--- config.mk ---
export PLATFORM = sky130hd
export DESIGN_NAME = tmlo_divider
export DESIGN_NICKNAME = d
export VERILOG_FILES = /design/src/hdl/tmlo_divider.sv
export SDC_FILE = /design/constraint.sdc
export NUM_CORES = 2
export LEC_CHECK = 0
export BUFFER_PORTS_ARGS = -buffer_cell sky130_fd_sc_hd__buf_2
export CELL_PAD_IN_SITES_DETAIL_PLACEMENT = 1
export CELL_PAD_IN_SITES_GLOBAL_PLACEMENT = 1
export CORE_UTILIZATION = 45
export CTS_CLUSTER_DIAMETER = 50
export DETAILED_ROUTE_END_ITERATION = 10
export PLACE_DENSITY = 0.75
export SETUP_SLACK_MARGIN = 0.1
export SLEW_MARGIN = 25
export SYNTH_ARGS = -nofsm -noshare
export SYNTH_HDL_FRONTEND = slang
export SYNTH_SLANG_ARGS = --single-unit
--- constraint.sdc ---
create_clock -name clk -period 3.35 [get_ports clk]
set_clock_uncertainty 0.15 [all_clocks]
set_input_delay 0.1675 -clock clk [delete_from_list [all_inputs] [get_ports clk]]
set_output_delay 0.1675 -clock clk [all_outputs]
set_load 0.02 [all_outputs]
--- src/hdl/tmlo_divider.sv ---
// Pipelined restoring divider: two dividends over one shared divisor,
// one quotient bit per stage, with a side payload carried alongside.
// Depends on nothing outside this file.
`timescale 1ns / 1ps

module tmlo_divider #(
    parameter int DW = 16,
    parameter int VW = 13,
    parameter int SW = 1
) (
    input  logic          clk,
    input  logic          rst_n,
    input  logic          in_valid,
    input  logic [DW-1:0] dividend_a,
    input  logic [DW-1:0] dividend_b,
    input  logic [VW-1:0] divisor,
    input  logic [SW-1:0] side_in,
    output logic          out_valid,
    output logic [DW-1:0] quot_a,
    output logic [VW-1:0] rem_a,
    output logic [DW-1:0] quot_b,
    output logic [VW-1:0] rem_b,
    output logic [SW-1:0] side_out
);

    // Stage registers; entry s holds the word after s+1 quotient bits.
    logic          valid_reg [DW];
    logic [VW-1:0] div_reg   [DW];
    logic [SW-1:0] side_reg  [DW];
    logic [DW-1:0] a_rest_reg [DW];
    logic [DW-1:0] a_quo_reg  [DW];
    logic [VW-1:0] a_rem_reg  [DW];
    logic [DW-1:0] b_rest_reg [DW];
    logic [DW-1:0] b_quo_reg  [DW];
    logic [VW-1:0] b_rem_reg  [DW];

    // One restoring step: result is {quotient bit, new remainder}.
    function automatic logic [VW:0] div_step(input logic [VW-1:0] rem,
                                             input logic bit_in,
                                             input logic [VW-1:0] d);
        logic [VW:0] trial;
        logic [VW:0] diff;
        trial = {rem, bit_in};
        diff  = trial - {1'b0, d};
        if (trial >= {1'b0, d})
            return {1'b1, diff[VW-1:0]};
        else
            return {1'b0, trial[VW-1:0]};
    endfunction

    // Valid bits travel with the data.
    always_ff @(posedge clk or negedge rst_n)
    begin
        if (!rst_n)
        begin
            for (int s = 0; s < DW; s++)
                valid_reg[s] <= 1'b0;
        end
        else
        begin
            valid_reg[0] <= in_valid;
            for (int s = 1; s < DW; s++)
                valid_reg[s] <= valid_reg[s-1];
        end
    end

    // Datapath stages.
    always_ff @(posedge clk)
    begin
        logic [VW:0] sa;
        logic [VW:0] sb;
        sa = div_step('0, dividend_a[DW-1], divisor);
        sb = div_step('0, dividend_b[DW-1], divisor);
        div_reg[0]    <= divisor;
        side_reg[0]   <= side_in;
        a_rest_reg[0] <= dividend_a << 1;
        a_quo_reg[0]  <= {{(DW-1){1'b0}}, sa[VW]};
        a_rem_reg[0]  <= sa[VW-1:0];
        b_rest_reg[0] <= dividend_b << 1;
        b_quo_reg[0]  <= {{(DW-1){1'b0}}, sb[VW]};
        b_rem_reg[0]  <= sb[VW-1:0];
        for (int s = 1; s < DW; s++)
        begin
            sa = div_step(a_rem_reg[s-1], a_rest_reg[s-1][DW-1], div_reg[s-1]);
            sb = div_step(b_rem_reg[s-1], b_rest_reg[s-1][DW-1], div_reg[s-1]);
            div_reg[s]    <= div_reg[s-1];
            side_reg[s]   <= side_reg[s-1];
            a_rest_reg[s] <= a_rest_reg[s-1] << 1;
            a_quo_reg[s]  <= {a_quo_reg[s-1][DW-2:0], sa[VW]};
            a_rem_reg[s]  <= sa[VW-1:0];
            b_rest_reg[s] <= b_rest_reg[s-1] << 1;
            b_quo_reg[s]  <= {b_quo_reg[s-1][DW-2:0], sb[VW]};
            b_rem_reg[s]  <= sb[VW-1:0];
        end
    end

    assign out_valid = valid_reg[DW-1];
    assign quot_a    = a_quo_reg[DW-1];
    assign rem_a     = a_rem_reg[DW-1];
    assign quot_b    = b_quo_reg[DW-1];
    assign rem_b     = b_rem_reg[DW-1];
    assign side_out  = side_reg[DW-1];

endmodule

* Word level (Yosys, flattened, before mapping) *
Memory sizes are Yosys's and may differ from the RTL's.
Index checks and enable logic that the tools add are counted.

operators by class
  $add $sub $neg = 32
  $lt $le $gt $ge = 32
  multiplexer cells = 32

operator list
  kind            count
  $mux 14         32
  $ge 14x13->1    30
  $sub 13x13->13  30
  $ge 1x13->1     2
  $sub 1x13->13   2

storage, ports and cells
  bits in registers = 16
  bits in writable memories = 1632
  bits of input ports = 49
  logic and storage cells = 120
  memories kept = 8

memories
  name         words  width  rd ports  clocked after Yosys merged registers in  write ports  line  RTL
  a_quo_reg    16     16     16        0                                        16           31    logic [DW-1:0] a_quo_reg [DW];
  b_quo_reg    16     16     16        0                                        16           34    logic [DW-1:0] b_quo_reg [DW];
  a_rest_reg   16     15     15        0                                        16           30    logic [DW-1:0] a_rest_reg [DW];
  b_rest_reg   16     15     15        0                                        16           33    logic [DW-1:0] b_rest_reg [DW];
  a_rem_reg    16     13     16        0                                        16           32    logic [VW-1:0] a_rem_reg [DW];
  b_rem_reg    16     13     16        0                                        16           35    logic [VW-1:0] b_rem_reg [DW];
  +2 memories  n/a    n/a    n/a       n/a                                      n/a          n/a

* Longest topological paths before layout *
An unclocked memory read counts as a cell.

  word-level depth = 3
  gate-level depth with buffers = 12
  depth with buffers taken out = 11

* Worst setup path before layout *
No wires, ideal clock.

  path type = reg2reg
  start = mem a_rest_reg[0][14] in the netlist's numbering
  end = mem a_rem_reg[1][6] (netlist: a_rem_reg[0][19])
  library setup time = 123 ps
  arrival = 2575 ps
  slack = 502 ps
  stages on the path, launching flop included = 12
  buffers on the path = 1
  path through = dfxtp_1 > inv_1 > ha_1 > inv_1 > fa_1 > a21o_1 > a211oi_1 > o21ai_0 > a221o_1 > a31oi_4 > buf_6 > mux2_1

RTL lines
  what             line
  start, declared  30
  end, declared    32

==> impl_results.md <==
- Synth unique cells: 87
- Area Growth Syn to Fin: 15.8%
- Ys async rst share: 0.0139
- Max Slew Vio Count: 0
- Fmax: 0.322 GHz
- Ant. Diodes: 0
- Remaining DRCs: 1
- CP required: 3.82 ns
- Failing checks: DRC
- Worst vdd ir: ~0.53 mV
- Final Critical Period: 3.10 ns
- CTS clk-pin slew, worst paths: around 0.060 ns
- Fin Hold WS: 0.0666 ns
- Hold Crit Class: in2reg
- Final period utilization: 0.927
- Top-count cell post-synth: dfxtp_1
- Vias in the first global route: about 36k
- CTS Buf Count: 134
- Status: finished, violations left
- Later-pin clock latency in the skew report: 0.74 ns
- Worst hold path depth: 3
- Congestion Overflow GR: 0
- Die X: 329 um
- Placer Congestion: 0.905
- Critical path endpoint category: register
- Worst Tran Pin Value: between 0.8 and 0.9 ns
- Post-synthesis register bit count: roughly 1.2k
- Post-synth EDFFs: 0
- Drt first pass iters: 10
- Post-synthesis sequential area ratio: 0.483
- Area leader, netlist: dfxtp_1
- DRT iter0 DRCs: 1413
- Core Region: 106000 um^2
- Initial Util: 0.455
- Pin count of the biggest net entering global routing: 19
- DPL Wire Length: 91500 um
- CP max-delay cell: dfxtp_1
- Crit path buffers/inverters: 2
- Clk buf depth: 3
- H-tree depth: 4
- CP top delay family: compound AO/OA/AOI/OAI gates
- PD cells: 882 nW/um^2
- CP peak stage delay: 0.47 ns
- CTS tree: built
- Leakage: 0.0247 uW
- I/O pin total: 109
- Critical path cell sequence: ha_1, inv_1, fa_1, a211oi_2, o21ai_0, a31o_2, a21oi_1, inv_4, mux2_2
- Final Setup Violations: 0
- Via count: 33.8k
- Post-Syn Area: 48100 um^2
- Kind of critical path: reg2reg
- Max cap viols: 0
- GR Util All Layers: 0.230
- Layout cells sized above 1: 0.136
- Fin. Hold Viols: 0
- Setup crit start kind: register
- First-pass GRT wire length: 196000 um
- Setup tns final: 0 ns
- IO Port Bufs: around 110
- Drt total wl: around 120000 um
- Critical path arrival: ~3.6 ns
- Synth top cells by count: dfxtp_1, ha_1, inv_1
- CP Max Fanout: 18
- Routed WL per cell: 19.7 um
- Unrepaired setup endpoints after global routing: false
- Yosys warnings: 0
- Syn Area/Cell: 10.5 um^2
- Routed vias/inst: 5.34
- Reg2Reg Depth: 9
- Yosys top cell area share: 0.474
- Post-Syn Instances: 4561
- Synth area leaders: dfxtp_1, ha_1, mux2_2
- WP depth: 9
- # nets final: 5298
- # rows: 119
- Initial antenna violation count: 0
- Root buf cell: clkbuf_16
- Finished Core Util: 0.527
- ANT nets after route: 0
- Die height: 329 um
- Die ar.: 108000 um^2
- Worst rel slew slack: 0.413
- Synthesized net count: 5034
- Main synth FF type: dfxtp_1
- Clk sinks: 1155
## cells in the final DEF, fill, tap and decap left out, types with 49 or more instances in the layout
| master | n |
|---|---|
| mux2_2 | 225 |
| mux2i_1 | 53 |
| o21ai_0 | 191 |
| dlygate4sd3_1 | 94 |
| dfxtp_1 | 1138 |
| nor2_1 | 302 |
| nor3_1 | 79 |
| xor2_1 | 117 |
| nand2b_1 | 50 |
| ha_1 | 394 |
| buf_2 | 108 |
| nor2b_1 | 67 |
| inv_1 | 319 |
| nand4_1 | 65 |
| a21o_1 | 107 |
| xnor2_1 | 135 |
| mux2_1 | 49 |
| clkbuf_16 | 138 |
| nand2_1 | 164 |
| a211oi_1 | 49 |
| a21oi_1 | 275 |
| o21a_1 | 50 |
| a31oi_1 | 49 |
## layout make-up
type                    instances  area, um^2
clock buffers                 176        3770
clock inverters                67         941
fillers                     11300       49900
inverters                     321        1210
multi-input cells            2974       23000
flip-flops and latches       1155       23200
well taps                    1391        1740
repair buffers                239        1780
## path summary, 6_finish.rpt
kind / startpoint / to / slack [ns]
min in group asynchronous: rst_n / valid_reg[14]$_DFF_PN0_ / 0.51
worst min-delay path: divisor[3] / b_rem_reg[0][3]$_SDFF_PN0_ / 0.07
worst min register to register: b_quo_reg[9][2]$_DFF_P_ / b_quo_reg[10][3]$_DFF_P_ / 0.14
max in group asynchronous: rst_n / valid_reg[7]$_DFF_PN0_ / 2.06
worst max register to register: div_reg[4][0]$_DFF_P_ / b_rem_reg[9][5]$_DFF_P_ / 0.25
worst max-delay path: div_reg[4][0]$_DFF_P_ / b_rem_reg[9][5]$_DFF_P_ / 0.25
## cell families (layout without fill, tap and decap cells)
family	count (synthesis)	count (layout)	share of synthesized area
XOR/XNOR	252	252	0.0459
multiplexers	341	341	0.0796
AND/OR/NAND/NOR	941	941	0.0983
AO/OA/AOI/OAI	1016	1016	0.140
flip-flops	1155	1155	0.483
adder cells (fa/ha/maj)	424	424	0.115
buffers and inverters	432	803	0.0388
## layer usage
metal / routed length, um / share of wire / global-route usage
met5: 0 / 0 / 0
met4: 3570 / 0.029 / 0.0800
met3: 3750 / 0.030 / 0.0329
met2: 60800 / 0.49 / 0.401
met1: 56300 / 0.45 / 0.288
## power breakdown
| group | total, uW | switching [uW] | leakage, uW | internal, uW |
|---|---|---|---|---|
| clock network | 15100 | 6040 | 0.00227 | 9100 |
| registers | 17700 | 1610 | 0.00967 | 16100 |
| logic | 16200 | 8900 | 0.0128 | 7300 |
| total | 49100 | 16600 | 0.0247 | 32500 |
## what timing repair did
action                     4_1_cts  5_1_grt
pin swaps                        1        1
setup endpoints to repair        6       41
hold endpoints to repair        88        0
hold buffers                    94        0
gates resized for setup          0        7
setup buffers                    0        2
## tightest hold or removal path, cell delays in order
cell and delay (ns):
dlygate4sd3_1 0.54, buf_2 0.14, nor4_1 0.07
## metrics by stage
step                instance area [um^2]  setup slack (ns)  instances  total power, uW
floorplan                          48100             0.502       4561            29600
global placement                   50000             0.247       5984            33300
detailed placement                 50000             0.104       5984            33700
CTS                                55600             0.116       6321            49300
global route                       55700            0.0917       6323            52000
finish                             55700             0.246       6323            49100
Power figures use the tool's default switching activity.
